==> src/sv/address_list_tokenizer_macros.svh <==
// Assertion macros for the address list tokenizer.
`ifndef ADDRESS_LIST_TOKENIZER_MACROS_SVH
`define ADDRESS_LIST_TOKENIZER_MACROS_SVH

`ifndef SYNTHESIS
`define ALT_ASSERT(label, prop, msg) \
  label: assert property (@(posedge clk_i) disable iff (!rst_ni) prop) else $error(msg);
`define ALT_ASSERT_ALWAYS(label, prop, msg) \
  label: assert property (@(posedge clk_i) prop) else $error(msg);
`else
`define ALT_ASSERT(label, prop, msg)
`define ALT_ASSERT_ALWAYS(label, prop, msg)
`endif

`endif

==> src/sv/alt_pkg.sv <==
// Shared types, character codes and helpers for the address list tokenizer.
package alt_pkg;

  localparam int DefaultMaxCommentDepth = 15;
  localparam int DepthWidth = 4;

  localparam logic [7:0] ChQuote  = 8'h22;
  localparam logic [7:0] ChBslash = 8'h5C;
  localparam logic [7:0] ChLparen = 8'h28;
  localparam logic [7:0] ChRparen = 8'h29;
  localparam logic [7:0] ChLt     = 8'h3C;
  localparam logic [7:0] ChGt     = 8'h3E;
  localparam logic [7:0] ChColon  = 8'h3A;
  localparam logic [7:0] ChComma  = 8'h2C;
  localparam logic [7:0] ChSemi   = 8'h3B;
  localparam logic [7:0] ChSpace  = 8'h20;
  localparam logic [7:0] ChTab    = 8'h09;
  localparam logic [7:0] ChLf     = 8'h0A;

  typedef enum logic [1:0] {
    ACT_DROP   = 2'd0,
    ACT_APPEND = 2'd1,
    ACT_CLEAR  = 2'd2,
    ACT_COMMIT = 2'd3
  } alt_action_e;

  typedef struct packed {
    logic                  in_escape;
    logic                  in_quote;
    logic [DepthWidth-1:0] comment_depth;
    logic                  in_bracket;
    logic                  buffer_nonempty;
    logic                  error_seen;
  } alt_state_t;

  typedef struct packed {
    alt_action_e action;
    logic [7:0]  char_out;
    logic        parse_error;
    logic        list_end;
  } alt_result_t;

  // The depth counter saturates the usable limit at its own range.
  function automatic logic [DepthWidth-1:0] alt_depth_limit(input int max_depth);
    logic [DepthWidth-1:0] lim;
    if (max_depth > (2 ** DepthWidth) - 1) begin
      lim = '1;
    end else begin
      lim = DepthWidth'(max_depth);
    end
    return lim;
  endfunction

endpackage

==> src/sv/alt_classify.sv <==
// Per-byte classifier: next tokenizer state and the tag for one byte.
module alt_classify import alt_pkg::*; #(
  parameter int MaxCommentDepth = DefaultMaxCommentDepth
) (
  input  alt_state_t  state_i,
  input  logic [7:0]  char_i,
  input  logic        last_i,
  output alt_state_t  state_d_o,
  output alt_result_t result_o
);

  localparam logic [DepthWidth-1:0] DepthLimit = alt_depth_limit(MaxCommentDepth);

  alt_state_t  nxt;
  alt_action_e act;

  always_comb begin
    nxt = state_i;
    act = ACT_DROP;
    if (state_i.error_seen) begin
      act = ACT_DROP;
    end else if (state_i.in_escape) begin
      nxt.in_escape = 1'b0;
      if (char_i == ChTab || char_i == ChLf) begin
        nxt.error_seen = 1'b1;
      end else begin
        nxt.buffer_nonempty = 1'b1;
        act = ACT_APPEND;
      end
    end else if (state_i.in_quote) begin
      if (char_i == ChQuote) begin
        nxt.in_quote = 1'b0;
      end else if (char_i == ChBslash) begin
        nxt.in_escape = 1'b1;
      end
      nxt.buffer_nonempty = 1'b1;
      act = ACT_APPEND;
    end else if (state_i.comment_depth != '0) begin
      // inside a comment everything is dropped; only parens count
      if (char_i == ChLparen) begin
        if (state_i.comment_depth >= DepthLimit) begin
          nxt.error_seen = 1'b1;
        end else begin
          nxt.comment_depth = state_i.comment_depth + DepthWidth'(1);
        end
      end else if (char_i == ChRparen) begin
        nxt.comment_depth = state_i.comment_depth - DepthWidth'(1);
      end
    end else begin
      unique case (char_i)
        ChSpace, ChTab, ChLf: act = ACT_DROP;
        ChLparen: nxt.comment_depth = DepthWidth'(1);
        ChRparen: nxt.error_seen = 1'b1;
        ChLt: begin
          nxt.in_bracket      = 1'b1;
          nxt.buffer_nonempty = 1'b0;
          act                 = ACT_CLEAR;
        end
        ChGt: begin
          if (!state_i.in_bracket) begin
            nxt.error_seen = 1'b1;
          end else begin
            nxt.in_bracket = 1'b0;
            if (state_i.buffer_nonempty) begin
              nxt.buffer_nonempty = 1'b0;
              act                 = ACT_COMMIT;
            end
          end
        end
        ChColon: begin
          nxt.buffer_nonempty = 1'b0;
          act                 = ACT_CLEAR;
        end
        ChComma, ChSemi: begin
          if (state_i.buffer_nonempty) begin
            nxt.buffer_nonempty = 1'b0;
            act                 = ACT_COMMIT;
          end
        end
        ChQuote: begin
          nxt.in_quote        = 1'b1;
          nxt.buffer_nonempty = 1'b1;
          act                 = ACT_APPEND;
        end
        ChBslash: begin
          nxt.in_escape       = 1'b1;
          nxt.buffer_nonempty = 1'b1;
          act                 = ACT_APPEND;
        end
        default: begin
          nxt.buffer_nonempty = 1'b1;
          act                 = ACT_APPEND;
        end
      endcase
    end
  end

  assign result_o.action      = act;
  assign result_o.char_out    = (act == ACT_APPEND) ? char_i : 8'h00;
  assign result_o.parse_error = nxt.error_seen;
  assign result_o.list_end    = last_i;

  // last byte of a list returns everything to reset
  assign state_d_o = last_i ? alt_state_t'('0) : nxt;

endmodule

==> src/sv/alt_outbuf.sv <==
// Two-entry result buffer: output register plus skid register.
module alt_outbuf import alt_pkg::*; (
  input  logic        clk_i,
  input  logic        rst_ni,
  input  logic        valid_i,
  output logic        stall_o,
  input  alt_result_t result_i,
  output logic        valid_o,
  input  logic        stall_i,
  output alt_result_t result_o
);

  logic        out_valid_q, out_valid_d;
  logic        skid_valid_q, skid_valid_d;
  alt_result_t out_q, out_d;
  alt_result_t skid_q, skid_d;
  logic        accept, take;

  assign stall_o = skid_valid_q;
  assign accept  = valid_i && !skid_valid_q;
  assign take    = out_valid_q && !stall_i;

  always_comb begin
    out_valid_d  = out_valid_q;
    skid_valid_d = skid_valid_q;
    out_d        = out_q;
    skid_d       = skid_q;
    if (skid_valid_q) begin
      if (take) begin
        out_d        = skid_q;
        skid_valid_d = 1'b0;
      end
    end else if (accept) begin
      if (!out_valid_q || take) begin
        out_d       = result_i;
        out_valid_d = 1'b1;
      end else begin
        skid_d       = result_i;
        skid_valid_d = 1'b1;
      end
    end else if (take) begin
      out_valid_d = 1'b0;
    end
  end

  always_ff @(posedge clk_i or negedge rst_ni) begin
    if (!rst_ni) begin
      out_valid_q  <= 1'b0;
      skid_valid_q <= 1'b0;
    end else begin
      out_valid_q  <= out_valid_d;
      skid_valid_q <= skid_valid_d;
    end
  end

  always_ff @(posedge clk_i) begin
    out_q  <= out_d;
    skid_q <= skid_d;
  end

  assign valid_o  = out_valid_q;
  assign result_o = out_q;

endmodule

==> src/sv/address_list_tokenizer.sv <==
// Top level of the address list tokenizer.
// Takes one byte of a mail address list per request and returns one tag per byte:
// drop, append, clear buffer or commit. A byte is taken every cycle while stall_o is low; its
// tag goes into the output register when that is free or being read, and otherwise waits
// in the skid register. The scan state (escape, quote, comment depth, bracket, buffer fill,
// sticky error) is updated as the byte is accepted, and results pass through a two-entry
// output buffer, so stall_o rises only when both the output register and the skid
// register are occupied. The byte flagged with last_byte_i returns all state, including
// the error, to reset.
`include "address_list_tokenizer_macros.svh"

module address_list_tokenizer import alt_pkg::*; #(
  parameter int MaxCommentDepth = DefaultMaxCommentDepth
) (
  input  logic       clk_i,
  input  logic       rst_ni,
  input  logic       valid_i,
  output logic       stall_o,
  input  logic [7:0] char_in_i,
  input  logic       last_byte_i,
  output logic       valid_o,
  input  logic       stall_i,
  output logic [1:0] action_o,
  output logic [7:0] char_out_o,
  output logic       parse_error_o,
  output logic       list_end_o
);

  localparam logic [DepthWidth-1:0] DepthLimit = alt_depth_limit(MaxCommentDepth);

  alt_state_t  state_q, state_d;
  alt_result_t result, result_out;
  logic        accept;
  logic        last_accept;

  assign accept      = valid_i && !stall_o;
  assign last_accept = accept && last_byte_i;

  alt_classify #(
    .MaxCommentDepth(MaxCommentDepth)
  ) u_classify (
    .state_i  (state_q),
    .char_i   (char_in_i),
    .last_i   (last_byte_i),
    .state_d_o(state_d),
    .result_o (result)
  );

  always_ff @(posedge clk_i or negedge rst_ni) begin
    if (!rst_ni) begin
      state_q <= '0;
    end else if (accept) begin
      state_q <= state_d;
    end
  end

  alt_outbuf u_outbuf (
    .clk_i   (clk_i),
    .rst_ni  (rst_ni),
    .valid_i (valid_i),
    .stall_o (stall_o),
    .result_i(result),
    .valid_o (valid_o),
    .stall_i (stall_i),
    .result_o(result_out)
  );

  assign action_o      = result_out.action;
  assign char_out_o    = result_out.char_out;
  assign parse_error_o = result_out.parse_error;
  assign list_end_o    = result_out.list_end;

  `ALT_ASSERT_ALWAYS(a_skid_behind_out, stall_o |-> valid_o, "skid full with empty output")
  `ALT_ASSERT(a_last_resets, last_accept |=> (state_q == '0), "state not cleared")
  `ALT_ASSERT(a_error_sticky, state_q.error_seen && !last_accept |=> state_q.error_seen, "error lost")
  `ALT_ASSERT(a_depth_bound, state_q.comment_depth <= DepthLimit, "comment depth over limit")

endmodule

==> config.mk <==
export PLATFORM = sky130hd
export DESIGN_NAME = address_list_tokenizer
export DESIGN_NICKNAME = d
export VERILOG_FILES = /design/src/sv/alt_pkg.sv /design/src/sv/alt_classify.sv /design/src/sv/alt_outbuf.sv /design/src/sv/address_list_tokenizer.sv
export VERILOG_INCLUDE_DIRS = /design/src /design/src/sv
export SDC_FILE = /design/constraint.sdc
export NUM_CORES = 1
export LEC_CHECK = 0
export BUFFER_PORTS_ARGS = -buffer_cell sky130_fd_sc_hd__buf_2
export CORE_MARGIN = 3
export CORE_UTILIZATION = 30
export CTS_BUF_LIST = sky130_fd_sc_hd__clkbuf_8 sky130_fd_sc_hd__clkbuf_16
export CTS_CLUSTER_DIAMETER = 150
export CTS_CLUSTER_SIZE = 24
export DETAILED_ROUTE_END_ITERATION = 10
export PLACE_DENSITY = 0.55
export SLEW_MARGIN = 40
export SYNTH_ARGS = -nofsm -noshare
export SYNTH_HDL_FRONTEND = slang
export SYNTH_SLANG_ARGS = --single-unit
==> constraint.sdc <==
create_clock -name clk_i -period 2.65 [get_ports clk_i]
set_input_delay 0.265 -clock clk_i [delete_from_list [all_inputs] [get_ports clk_i]]
set_output_delay 0.265 -clock clk_i [all_outputs]
set_load 0.01 [all_outputs]
; ---- After elaboration in Yosys (flattened, before gate mapping)
; Cells that the tools add are included.
[word_totals]
regBits = 35
in_bits = 13
output_inout_bits = 14
wordCells = 121
[classes]
addsub = 2
n_lt_le_gt_ge = 1
n_eq_ne = 24
mux = 50
n_bitwise = 2
reduce_logical = 26
[ops]
columns = cell, n
row1 = == test 8 x 6 -> 1 bit (second input constant), 9
row2 = 2-to-1 mux 12 bit, 4
row3 = 2-to-1 mux 1 bit, 22
row4 = 2-to-1 mux 2 bit, 10
row5 = 2-to-1 mux 4 bit, 5
row6 = 2-to-1 mux 9 bit, 2
row7 = == test 8 x 4 -> 1 bit (second input constant), 2
row8 = AND reduction 3 bit, 4
row9 = AND reduction 6 bit, 2
row10 = != test 2 bit (second input constant), 5
row11 = nonzero test 3 bit, 3
row12 = == test 8 x 7 -> 1 bit (second input constant), 1
row13 = 2-to-1 mux 8 bit, 1
row14 = != test 4 bit (second input constant), 2
row15 = case mux 2 bit (4 select lines), 1
row16 = AND reduction 7 bit, 1
row17 = 2-to-1 mux 6 bit, 1
row18 = nonzero test 2 bit, 3
row19 = 2-to-1 mux 5 bit, 1
row20 = != test 5 bit (second input constant), 1
row21 = OR reduction 5 bit, 1
row22 = adder 4 x 1 -> 4 bit (second input constant), 1
row23 = greater-or-equal comparator 4 bit (second input constant), 1
row24 = != test 4 x 1 -> 1 bit (second input constant), 1
row25 = 14 further kinds, 21

; ---- Longest topological paths before layout
; Gate-level depths: netlist of run 1.
[depth]
word_depth = 12
mapped_depth = 10
ltp_nobuf = 9

; ---- Cells and area by module
; From an unflattened synthesis of run 1, not the netlist that was laid out.
[hier_totals]
hier_cells = 196
hier_area_um2 = 2269.7
[modules_own_cells]
columns = module, n_inst, cells_per_inst, area_per_inst_um2, seq_area_each_um2
row1 = alt_outbuf, 1, 50, 1011.0, 770.7
row2 = alt_classify, 1, 126, 864.6, 0.0
row3 = address_list_tokenizer, 1, 20, 394.1, 225.2

; ---- Worst setup path after synthesis of run 1
; OpenSTA, ideal clock, no wires.
[synth_path]
path_type = input to register
startpoint = in char_in_i[4]
endpoint = reg state_q[6] in the netlist's numbering
setup_ns = 0.076
arrival_ns = 2.344
required_ns = 2.574
slack_ns = 0.230
cell_stages = 10
n_path_buf = 1
cell_sequence = buf_2 > or3_4 > nor3_1 > inv_1 > ha_1 > a21o_1 > a21oi_1 > xnor2_1 > or4_1 > o21ai_1
[synth_between]
elab_chain_len = 7
elab_cells_between_ends = 12
cone_classes = eq/ne (3) / mux (6) / reduce/logical (3)
[synth_lines]
columns = element, line
row1 = start: declaration, address_list_tokenizer.sv:19  ; input logic [7:0] char_in_i,
row2 = == test 8 x 6 -> 1 bit, "alt_classify.sv:40, alt_classify.sv:50"
row3 = 2-to-1 mux 4 bit, alt_classify.sv:40  ; if (char_i == ChLparen) begin
row4 = 2-to-1 mux 4 bit, alt_classify.sv:38  ; end else if (state_i.comment_depth != '0) begin
row5 = 2-to-1 mux 5 bit, alt_classify.sv:30  ; end else if (state_i.in_quote) begin
row6 = 2-to-1 mux 6 bit, alt_classify.sv:22  ; end else if (state_i.in_escape) begin
row7 = 2-to-1 mux 9 bit, alt_classify.sv:20  ; if (state_i.error_seen) begin
row8 = 2-to-1 mux 9 bit, alt_classify.sv:104  ; assign state_d_o = last_i ? alt_state_t'('0) : nxt;
row9 = end signal: assignment, address_list_tokenizer.sv:53  ; state_q <= state_d;
row10 = end: declaration, address_list_tokenizer.sv:31  ; alt_state_t state_q, state_d;
; Several ways; a longest one is shown, not always the timed one. The select of a mux whose other input is x is not followed.
; A chain may end at the register's enable or synchronous reset.

; ---- Worst setup path after layout of run 1
; Ends and elaborated chain as after synthesis.

==> results of run 1 <==
==> power by group through the flow <==
stage               clock (W)  sequential, W  combinational, W
global route         0.000398       0.000941           0.00103
global placement            0       0.000925          0.000915
floorplan                   0       0.000978          0.000553
CTS                  0.000375       0.000921          0.000924
detailed placement          0       0.000933          0.000922
finish               0.000366       0.000922          0.000910
==> worst min-delay path: stages <==
cell and delay (ns):
sky130_fd_sc_hd__buf_2 0.12, sky130_fd_sc_hd__inv_1 0.05, sky130_fd_sc_hd__a21oi_1 0.05
==> cells by family (layout without fill, tap and decap cells) <==
family,after synthesis,count (layout),synth area share [%]
AO/OA/AOI/OAI,48,48,17.4
XOR/XNOR,4,4,1.82
adder cells (fa/ha/maj),3,3,2.34
buffers and inverters,13,48,3.05
flip-flops,35,35,51.7
multiplexers,4,4,2.27
AND/OR/NAND/NOR,65,65,21.5
==> metal layers <==
layer	GRT usage [%]	part of all wire, %	up-vias	routed length, µm
met2	20.0	48	32	2070
met5	0	0	-	0
met1	16.4	46	707	2020
met3	2.95	4.6	6	199
met4	4.67	1.6	0	68
li1	-	-	738	-
==> through the flow <==
stage | hold WS, ns | cells | setup slack [ns] | cell area, µm² | total power (W)
detailed placement | 0.151 | 273 | 0.133 | 2170 | 0.00185
CTS | 0.237 | 282 | 0.433 | 2260 | 0.00222
global route | 0.256 | 282 | 0.312 | 2260 | 0.00237
floorplan | -0.0306 | 172 | 0.230 | 1930 | 0.00153
finish | 0.241 | 282 | 0.430 | 2260 | 0.00220
global placement | 0.149 | 273 | 0.192 | 2170 | 0.00184
==> placed cells by master (no fill, tap or decap), types with 2 or more instances in the layout <==
cell type                   n
sky130_fd_sc_hd__buf_2     26
sky130_fd_sc_hd__edfxtp_1  24
sky130_fd_sc_hd__dfrtp_1   11
sky130_fd_sc_hd__nand2_1   10
sky130_fd_sc_hd__a21oi_1   10
sky130_fd_sc_hd__a22o_1     9
sky130_fd_sc_hd__buf_4      8
sky130_fd_sc_hd__inv_1      7
sky130_fd_sc_hd__and2_1     7
sky130_fd_sc_hd__nor2_1     6
sky130_fd_sc_hd__o21ai_0    6
sky130_fd_sc_hd__nor3_1     5
sky130_fd_sc_hd__clkbuf_8   5
sky130_fd_sc_hd__and3_1     4
sky130_fd_sc_hd__or4_1      3
sky130_fd_sc_hd__nor4_1     3
sky130_fd_sc_hd__nand4b_1   3
sky130_fd_sc_hd__xnor2_1    3
sky130_fd_sc_hd__o31ai_1    3
sky130_fd_sc_hd__nand3_1    3
sky130_fd_sc_hd__o21ai_1    3
sky130_fd_sc_hd__mux2_2     3
sky130_fd_sc_hd__a21o_1     3
sky130_fd_sc_hd__o41ai_1    2
sky130_fd_sc_hd__and3b_1    2
sky130_fd_sc_hd__nor2b_1    2
sky130_fd_sc_hd__a21boi_0   2
sky130_fd_sc_hd__nor3b_1    2
sky130_fd_sc_hd__a31oi_1    2
sky130_fd_sc_hd__o31a_1     2
sky130_fd_sc_hd__nor4b_1    2
sky130_fd_sc_hd__ha_1       2
==> flip-flops by register name, indices dropped and copies added, names as in the netlist <==
name and flops:
state_q 9, u_outbuf.stall_o 1, u_outbuf.skid_q 12, u_outbuf.result_o 12, u_outbuf.valid_o 1
==> cell type report <==
cell class	instances	area, µm²	area share (%)
flip-flops and latches	35	996	44.0
multi-input cells	124	873	38.6
repair buffers	35	200	8.84
well taps	75	93.8	4.15
clock buffers	5	68.8	3.04
inverters	5	18.8	0.829
clock inverters	3	12.5	0.553
==> timing repair <==
action | 4_1_cts | 5_1_grt
hold endpoints to repair | 11 | 0
setup endpoints to repair | 0 | 0
hold buffers | 1 | 0
==> how the worst max path moves through the flow <==
stage                  from    endpoint  slack [ns]
5_1_grt        char_in_i[4]  state_q[6]        0.31
4_1_cts        char_in_i[4]  state_q[6]        0.43
2_1_floorplan  char_in_i[4]  state_q[6]        0.23
6_report       char_in_i[4]  state_q[6]        0.43
3_5_place_dp   char_in_i[4]  state_q[6]        0.13
3_3_place_gp   char_in_i[4]  state_q[6]        0.19
==> metrics.cfg, run 1 <==
[status]
result_of_the_run = finished, final reports clean

[synth]
post-synth-top-area-fraction_pct = 37.4
yosys.cell_count.top_type = sky130_fd_sc_hd__edfxtp_1
synth_cells = 172
ranking_of_synthesized_cells_by_instance_count = sky130_fd_sc_hd__edfxtp_1, sky130_fd_sc_hd__dfrtp_1, sky130_fd_sc_hd__a21oi_1, sky130_fd_sc_hd__nand2_1, sky130_fd_sc_hd__a22o_1
synthArstFlopShare_pct = 31.4
synthesis.area_mm2 = 0.00193
synth_seq_area_share_pct = 51.7
netlist-cell-type-count = 54
synthTopCellsByArea = sky130_fd_sc_hd__edfxtp_1, sky130_fd_sc_hd__dfrtp_1, sky130_fd_sc_hd__a22o_1
yosys_register_bits = 35
post-synth-top-area-cell = sky130_fd_sc_hd__edfxtp_1
mappedNetlistNets = 188
postSynthAreaPerCell_um2 = 11.2
yosys_warnings = 0
postSynth.topFlopCell = sky130_fd_sc_hd__edfxtp_1
synth-edff-count = 24

[worst_setup_path]
cp_num_cells = 10
crit_chain = buf_2 > or3_4 > nor3_1 > inv_1 > ha_1 > a21o_1 > a21oi_1 > xnor2_1 > or4_1 > o21ai_1
worst_r2r_startpoint = state_q[3]
cp.required_ns = 2.87
critPathLaunchType = input port
cp_slowest_cell = sky130_fd_sc_hd__or4_1
worstPathMaxFanout = 10
cp.arrival_ns = 2.44
depth_of_the_most_critical_reg_to_reg_path = 5
worstReg2RegEnd = state_q[3]
slowest_delay_ns = 0.48
setup.reg_to_reg.worst_slack_ns = 0.61
critical_path.top_delay_family = simple AND/OR/NAND/NOR gates
timing.critical_path.buf_inv = 2
critical_path_class = input port to flip-flop
timing.critical_path.to_type = flip-flop

[placement]
port_bufs = 26
gp_congestion = 0.857
dp_hpwl_mm = 3.22

[clock_network]
cts_root_cell = sky130_fd_sc_hd__clkbuf_8
clkTransAtPathRegs_ns = 0.07
cts_max_level = 2
cts-resized-gates = 0
max-clock-path-buffers = 2
post-cts-setup-buffer-count = 0
cts_tree = yes
insertion_delay_ns = 0.29
clkSinkCount = 35
cts_made_buffers = 5

[cells_and_area]
fillerInstances = 612
area.growth.synth_to_final_pct = 17.4
finish.utilization_pct = 37.3
antenna_cells = 0
layout.nets = 222
drive_above_1_share_pct = 23.7

[global_route]
grt_use_total_pct = 12.5
antenna_found_initial = 0
grt_pass1_wl_mm = 7.22
grt_start_max_net_pins = 21
number_of_global_route_vias_before_repair = 1412
grt_overflow = 0

[worst_hold_path]
worstHoldEndpoint = u_outbuf.stall_o
hp-class = input port to flip-flop
hold_depth = 3
hold_start = stall_i

[timing]
final.setup_skew_ns = 0.00728
min_period_ns = 2.22
maxClockFrequency_mhz = 450
final_critical_path_share_of_the_clock_period_pct = 83.8
final-max-slew-violation-count = 0
slew-limit-headroom_pct = 57.7
finalSetupTns_ns = 0
timing.final.setup_violations = 0
grt_setup_unrepaired = no
final_hold_viol_count = 0
max_slew.worst_pin.slew_ns = 0.628

[routing]
dr.pass1.iters = 4
totalWireLength_mm = 4.36
post-route-drc-count = 0
avgRoutedWirePerCell_um = 15.5
vias_per_cell = 5.26
via_count = 1483
route.antenna.remaining_nets = 0
drt_first_iter_violations = 88

[power]
cellInternalPower_w = 0.00140
vdd_ir_drop_max_mv = 0.382
p_sw_w = 0.000795
p_clk_share_pct = 16.7
combPwrFrac_pct = 41.4
p_leak_nw = 0.941
power.density_cell_area_mw_per_mm2 = 971
netSwitchingFraction_pct = 36.2
power.sequential.fraction_pct = 41.9

[run]
max-cap-violations = 0

[die]
initial_core_util_pct = 31.8
placement_rows = 28
die_boundary_width_um = 86.2
placeable_core_region_mm2 = 0.00606
io_pins = 27
fp.dieH_um = 86.2
die_area_mm2 = 0.00743

Note: power is estimated with default switching activity, not from simulation.
==> run 2, diff against run 1 <==
Clock period 2.65 ns to 2.18 ns, I/O delays scaled along.
==> run 2 against run 1 <==
Hold slack worse by 0.042 ns. Combinational power is 32% higher. Flip-flop and latch count unchanged. Largest cell class unchanged. Clock-buffer cell count stayed put. Utilization rose by 1.9 points. Register-to-register slack worse by 0.41 ns. First-iteration DRC count up 20%. Die area is the same. Critical path depth shrank 5. Sequential power increased by 20%. Setup slack worse by 0.23 ns.
==> metrics.cfg, run 2 (same netlist as run 1, synthesis figures left out) <==
[cells_and_area]
antenna_cells = 0  ; unchanged
layout.nets = 233  ; +5.0%
finish.utilization_pct = 39.3  ; +1.9 points
area.growth.synth_to_final_pct = 23.4
postLayoutCellArea_mm2 = 0.00238  ; +5.1%
layout.area.seq_um2 = 996  ; unchanged
mostFrequentLayoutCells = sky130_fd_sc_hd__buf_2, sky130_fd_sc_hd__edfxtp_1, sky130_fd_sc_hd__buf_4
drive_above_1_share_pct = 29.4  ; +5.7 points
mostFrequentLayoutCell = sky130_fd_sc_hd__buf_2
final_cells = 293  ; +3.9%
fillerInstances = 616  ; +0.65%
multi_input_area_um2 = 907  ; +3.9%

[routing]
drt_first_iter_violations = 106  ; +20%
totalWireLength_mm = 4.22  ; -3.2%
vias_per_cell = 5.01  ; -4.7%
dr.pass1.iters = 4  ; unchanged
route.antenna.remaining_nets = 0  ; unchanged
post-route-drc-count = 0  ; unchanged
avgRoutedWirePerCell_um = 14.4  ; -6.9%
via_count = 1469  ; -0.94%

[clock_network]
cts_max_level = 2  ; unchanged
cts_root_cell = sky130_fd_sc_hd__clkbuf_8
max-clock-path-buffers = 2  ; unchanged
clkSinkCount = 35  ; unchanged
cts_made_buffers = 5  ; unchanged
clkTransAtPathRegs_ns = 0.07  ; about the same
cts_tree = yes
insertion_delay_ns = 0.28  ; about the same

[die]
die_boundary_width_um = 86.2  ; unchanged
initial_core_util_pct = 31.8  ; unchanged
fp.dieH_um = 86.2  ; unchanged
io_pins = 27  ; unchanged
placement_rows = 28  ; unchanged
placeable_core_region_mm2 = 0.00606  ; unchanged
die_area_mm2 = 0.00743  ; unchanged

[worst_hold_path]
hp-class = input port to flip-flop

[placement]
place_area_mm2 = 0.00228  ; +5.1%
port_bufs = 26  ; unchanged
gp_congestion = 0.818  ; -4.6%
placedCellCount = 284  ; +4.0%
dp_hpwl_mm = 3.21  ; -0.22%

[timing]
slew-limit-headroom_pct = 64.2  ; +6.5 points
grt_setup_unrepaired = no
final_hold_viol_count = 0  ; unchanged
timing.final.setup_violations = 0  ; unchanged
max_slew.worst_pin.slew_ns = 0.537  ; -0.0917 ns
hold_ws_ns = 0.199  ; -0.0420 ns
maxClockFrequency_mhz = 505
final_critical_path_share_of_the_clock_period_pct = 90.8
final-max-slew-violation-count = 0  ; unchanged
final.setup_skew_ns = 0.00338  ; -0.00389 ns
min_period_ns = 1.98

[status]
result_of_the_run = finished, final reports clean

[worst_setup_path]
cp.arrival_ns = 2.16  ; -0.28 ns
critical_path_class = flip-flop to flip-flop
cp.required_ns = 2.36  ; -0.51 ns
critPathLaunchType = flip-flop
timing.critical_path.to_type = flip-flop
worstPathMaxFanout = 8  ; -2

[power]
p_leak_nw = 0.997  ; +5.9%
power_w = 0.00276  ; +25%
power.density_cell_area_mw_per_mm2 = 1160  ; +19%
vdd_ir_drop_max_mv = 0.388  ; +1.4%

[global_route]
grt_start_max_net_pins = 21  ; unchanged
number_of_global_route_vias_before_repair = 1486  ; +5.2%
grt_overflow = 0  ; unchanged
grt_use_total_pct = 12.9  ; +0.40 points
antenna_found_initial = 0  ; unchanged
grt_pass1_wl_mm = 7.42  ; +2.8%

[run]
max-cap-violations = 0  ; unchanged

[run 2: per-layer routing]
| layer | routed length, µm | global-route usage [%] | up-vias |
|---|---|---|---|
| li1 | - | - | 753 |
| met1 | 1950 | 16.6 | 691 |
| met3 | 123 | 2.95 | 4 |
| met2 | 2090 | 21.0 | 21 |
| met5 | 0 | 0 | - |
| met4 | 49 | 5.10 | 0 |
[run 2: final cells by class]
cell class | count | share of cell area, %
Clock inverter | 3 | 0.526
Tap cell | 75 | 3.94
Clock buffer | 5 | 2.89
Sequential cell | 35 | 41.9
Inverter | 5 | 0.789
Timing Repair Buffer | 46 | 11.9
Multi-Input combinational cell | 124 | 38.1
[run 2: final timing paths]
kind / startpoint / depth (start not counted) / to / slack (ns)
setup / recovery: state_q[3] / 5 / state_q[3] / 0.20
hold / removal: stall_i / 3 / u_outbuf.stall_o / 0.20
setup reg to reg: state_q[3] / 5 / state_q[3] / 0.20
hold reg to reg: state_q[7] / 1 / state_q[7] / 0.54
max in group asynchronous: rst_ni / 2 / u_outbuf.valid_o / 1.65
min in group asynchronous: rst_ni / 2 / u_outbuf.stall_o / 0.33
[run 2: critical path: stages, from the launching register on]
cell,delay (ns)
sky130_fd_sc_hd__dfrtp_1,0.48
sky130_fd_sc_hd__or4_1,0.69
sky130_fd_sc_hd__a21oi_1,0.19
sky130_fd_sc_hd__o31a_1,0.28
sky130_fd_sc_hd__nor4_1,0.08
sky130_fd_sc_hd__a21o_1,0.16
[run 2: per-stage QoR]
stage	setup TNS (ns)	worst slack (ns)
finish	0	0.200
detailed placement	-0.0232	-0.0232
CTS	0	0.151
global route	0	0.0471
floorplan	0	0.00000222
global placement	-0.000268	-0.000268
[run 2: power breakdown]
part | total (W) | internal (W) | switching, W
sequential | 0.00111 | 0.00100 | 0.000103
combinational | 0.00120 | 0.000553 | 0.000651
clock | 0.000445 | 0.000215 | 0.000230
total | 0.00276 | 0.00177 | 0.000984
[run 2: timing repair]
item | CTS | global route
setup buffers | 0 | 0
endpoints found under the setup margin | 0 | 5
resized for setup | 0 | 1
hold buffers | 1 | 0
hold endpoints to repair | 11 | 0
==> run 3, diff against run 2 <==
Settings changed: CELL_PAD_IN_SITES_DETAIL_PLACEMENT set to 1, CELL_PAD_IN_SITES_GLOBAL_PLACEMENT set to 1, PLACE_DENSITY 0.55 to 0.64.
==> run 3 against run 2 <==
Critical path depth decreased by 1. Flip-flop and latch count unchanged. Power increased by 2.5%. Hold slack got worse by 0.0016 ns. Largest cell class unchanged.
==> metrics.cfg, run 3 (same netlist as run 1, synthesis figures left out) <==
[power]
power.density_cell_area_mw_per_mm2 = 1170  ; +1.1%
vdd_ir_drop_max_mv = 0.416  ; +7.4%
p_leak_nw = 1.02  ; +2.0%
power_w = 0.00283  ; +2.5%

[clock_network]
cts_made_buffers = 5  ; unchanged
max-clock-path-buffers = 2  ; unchanged
clkSinkCount = 35  ; unchanged
post-cts-setup-buffer-count = 0  ; unchanged
clkTransAtPathRegs_ns = 0.07  ; about the same
insertion_delay_ns = 0.29  ; about the same
cts_max_level = 2  ; unchanged
cts_root_cell = sky130_fd_sc_hd__clkbuf_8
cts_tree = yes

[worst_hold_path]
hp-class = input port to flip-flop
hold_start = stall_i

[die]
die_boundary_width_um = 86.2  ; unchanged
placement_rows = 28  ; unchanged
placeable_core_region_mm2 = 0.00606  ; unchanged
io_pins = 27  ; unchanged
die_area_mm2 = 0.00743  ; unchanged
fp.dieH_um = 86.2  ; unchanged
initial_core_util_pct = 31.8  ; unchanged

[timing]
slew-limit-headroom_pct = 61.8  ; -2.4 points
final_critical_path_share_of_the_clock_period_pct = 91.4  ; +0.52 points
final-max-slew-violation-count = 0  ; unchanged
final_hold_viol_count = 0  ; unchanged
min_period_ns = 1.99  ; +0.0114 ns
timing.final.setup_violations = 0  ; unchanged
grt_setup_unrepaired = no
hold_ws_ns = 0.197  ; -0.00161 ns
final.setup_skew_ns = 0.00586  ; +0.00247 ns
max_slew.worst_pin.slew_ns = 0.573  ; +0.0360 ns
maxClockFrequency_mhz = 502  ; -0.57%

[worst_setup_path]
setup.worst_path.start = state_q[3]
cp.arrival_ns = 2.15  ; about the same
worst_r2r_startpoint = state_q[3]
timing.critical_path.to_type = flip-flop
cp.required_ns = 2.34  ; -0.02 ns
critical_path_class = flip-flop to flip-flop
worstPathMaxFanout = 8  ; unchanged
critPathLaunchType = flip-flop

[cells_and_area]
fillerInstances = 687  ; +12%
layout.nets = 237  ; +1.7%
mostFrequentLayoutCell = sky130_fd_sc_hd__buf_2
drive_above_1_share_pct = 31.1  ; +1.7 points
area.growth.synth_to_final_pct = 25.1
antenna_cells = 0  ; unchanged
mostFrequentLayoutCells = sky130_fd_sc_hd__buf_2, sky130_fd_sc_hd__edfxtp_1, sky130_fd_sc_hd__buf_4

[global_route]
grt_pass1_wl_mm = 8.69  ; +17%
grt_overflow = 0  ; unchanged
grt_use_total_pct = 14.9  ; +2.0 points
antenna_found_initial = 0  ; unchanged
grt_start_max_net_pins = 21  ; unchanged
number_of_global_route_vias_before_repair = 1670  ; +12%

[placement]
port_bufs = 26  ; unchanged
dp_hpwl_mm = 3.75  ; +17%
gp_congestion = 0.809  ; -1.1%

[routing]
vias_per_cell = 5.31  ; +6.0%
post-route-drc-count = 0  ; unchanged
totalWireLength_mm = 5.00  ; +18%
via_count = 1578  ; +7.4%
dr.pass1.iters = 4  ; unchanged
route.antenna.remaining_nets = 0  ; unchanged
drt_first_iter_violations = 93  ; -12%
avgRoutedWirePerCell_um = 16.8  ; +17%

[run]
max-cap-violations = 0  ; unchanged

[status]
result_of_the_run = finished, final reports clean

## run 3: cell count changes in the layout (fill, tap and decap cells not counted), sizes merged
cell | before | now
buf | 45 | 49
## run 3: critical path: stages (launching register included)
cell	delay (ns)
sky130_fd_sc_hd__dfrtp_1	0.48
sky130_fd_sc_hd__nor4_1	0.54
sky130_fd_sc_hd__a31oi_1	0.29
sky130_fd_sc_hd__nor3_4	0.37
sky130_fd_sc_hd__a22o_1	0.20
## run 3: through the flow
stage                     setup slack, ns  setup TNS, ns  util, %  cells  cell area (µm²)
after floorplan                0.00000222              0        -    172             1960
after global placement             0.0100              0     38.2    288             2310
after detailed placement          -0.0947        -0.0947     38.2    288             2310
after CTS                           0.115              0     39.7    297             2400
after global routing               0.0231              0     39.8    297             2410
final                               0.188              0     39.8    297             2410
## run 3: where the power goes
group	switching (W)	total (W)	internal [W]
clock network	0.000234	0.000449	0.000215
registers	0.000109	0.00111	0.00100
logic	0.000701	0.00126	0.000562
## run 3: worst paths after layout
kind | to | cells after the start | slack, ns
max reg2reg | u_outbuf.result_o[9] | 4 | 0.19
min in group asynchronous | u_outbuf.stall_o | 2 | 0.34
max in group asynchronous | state_q[2] | 2 | 1.63
max | u_outbuf.result_o[9] | 4 | 0.19
min reg2reg | state_q[7] | 1 | 0.54
min | u_outbuf.stall_o | 3 | 0.20
## run 3: cell type report
| cell class | instances | area [µm²] | share of cell area [%] |
|---|---|---|---|
| Clock inverter | 3 | 12.5 | 0.519 |
| Clock buffer | 5 | 68.8 | 2.85 |
| Sequential cell | 35 | 996 | 41.3 |
| Inverter | 5 | 18.8 | 0.778 |
| Timing Repair Buffer | 50 | 313 | 13.0 |
| Tap cell | 75 | 93.8 | 3.89 |
| Multi-Input combinational cell | 124 | 910 | 37.7 |
## run 3: per-layer routing
| metal | routed length (µm) | vias up | track usage (%) |
|---|---|---|---|
| met3 | 130 | 6 | 2.76 |
| met1 | 2360 | 789 | 19.8 |
| met4 | 61 | 0 | 4.25 |
| met2 | 2440 | 18 | 24.8 |
| met5 | 0 | - | 0 |
| li1 | - | 765 | - |
## run 3: timing repair
action / 4_1_cts / 5_1_grt
endpoints found under the hold margin: 11 / 0
hold buffers: 1 / 0
gates resized for setup: 0 / 2
endpoints found under the setup margin: 0 / 9
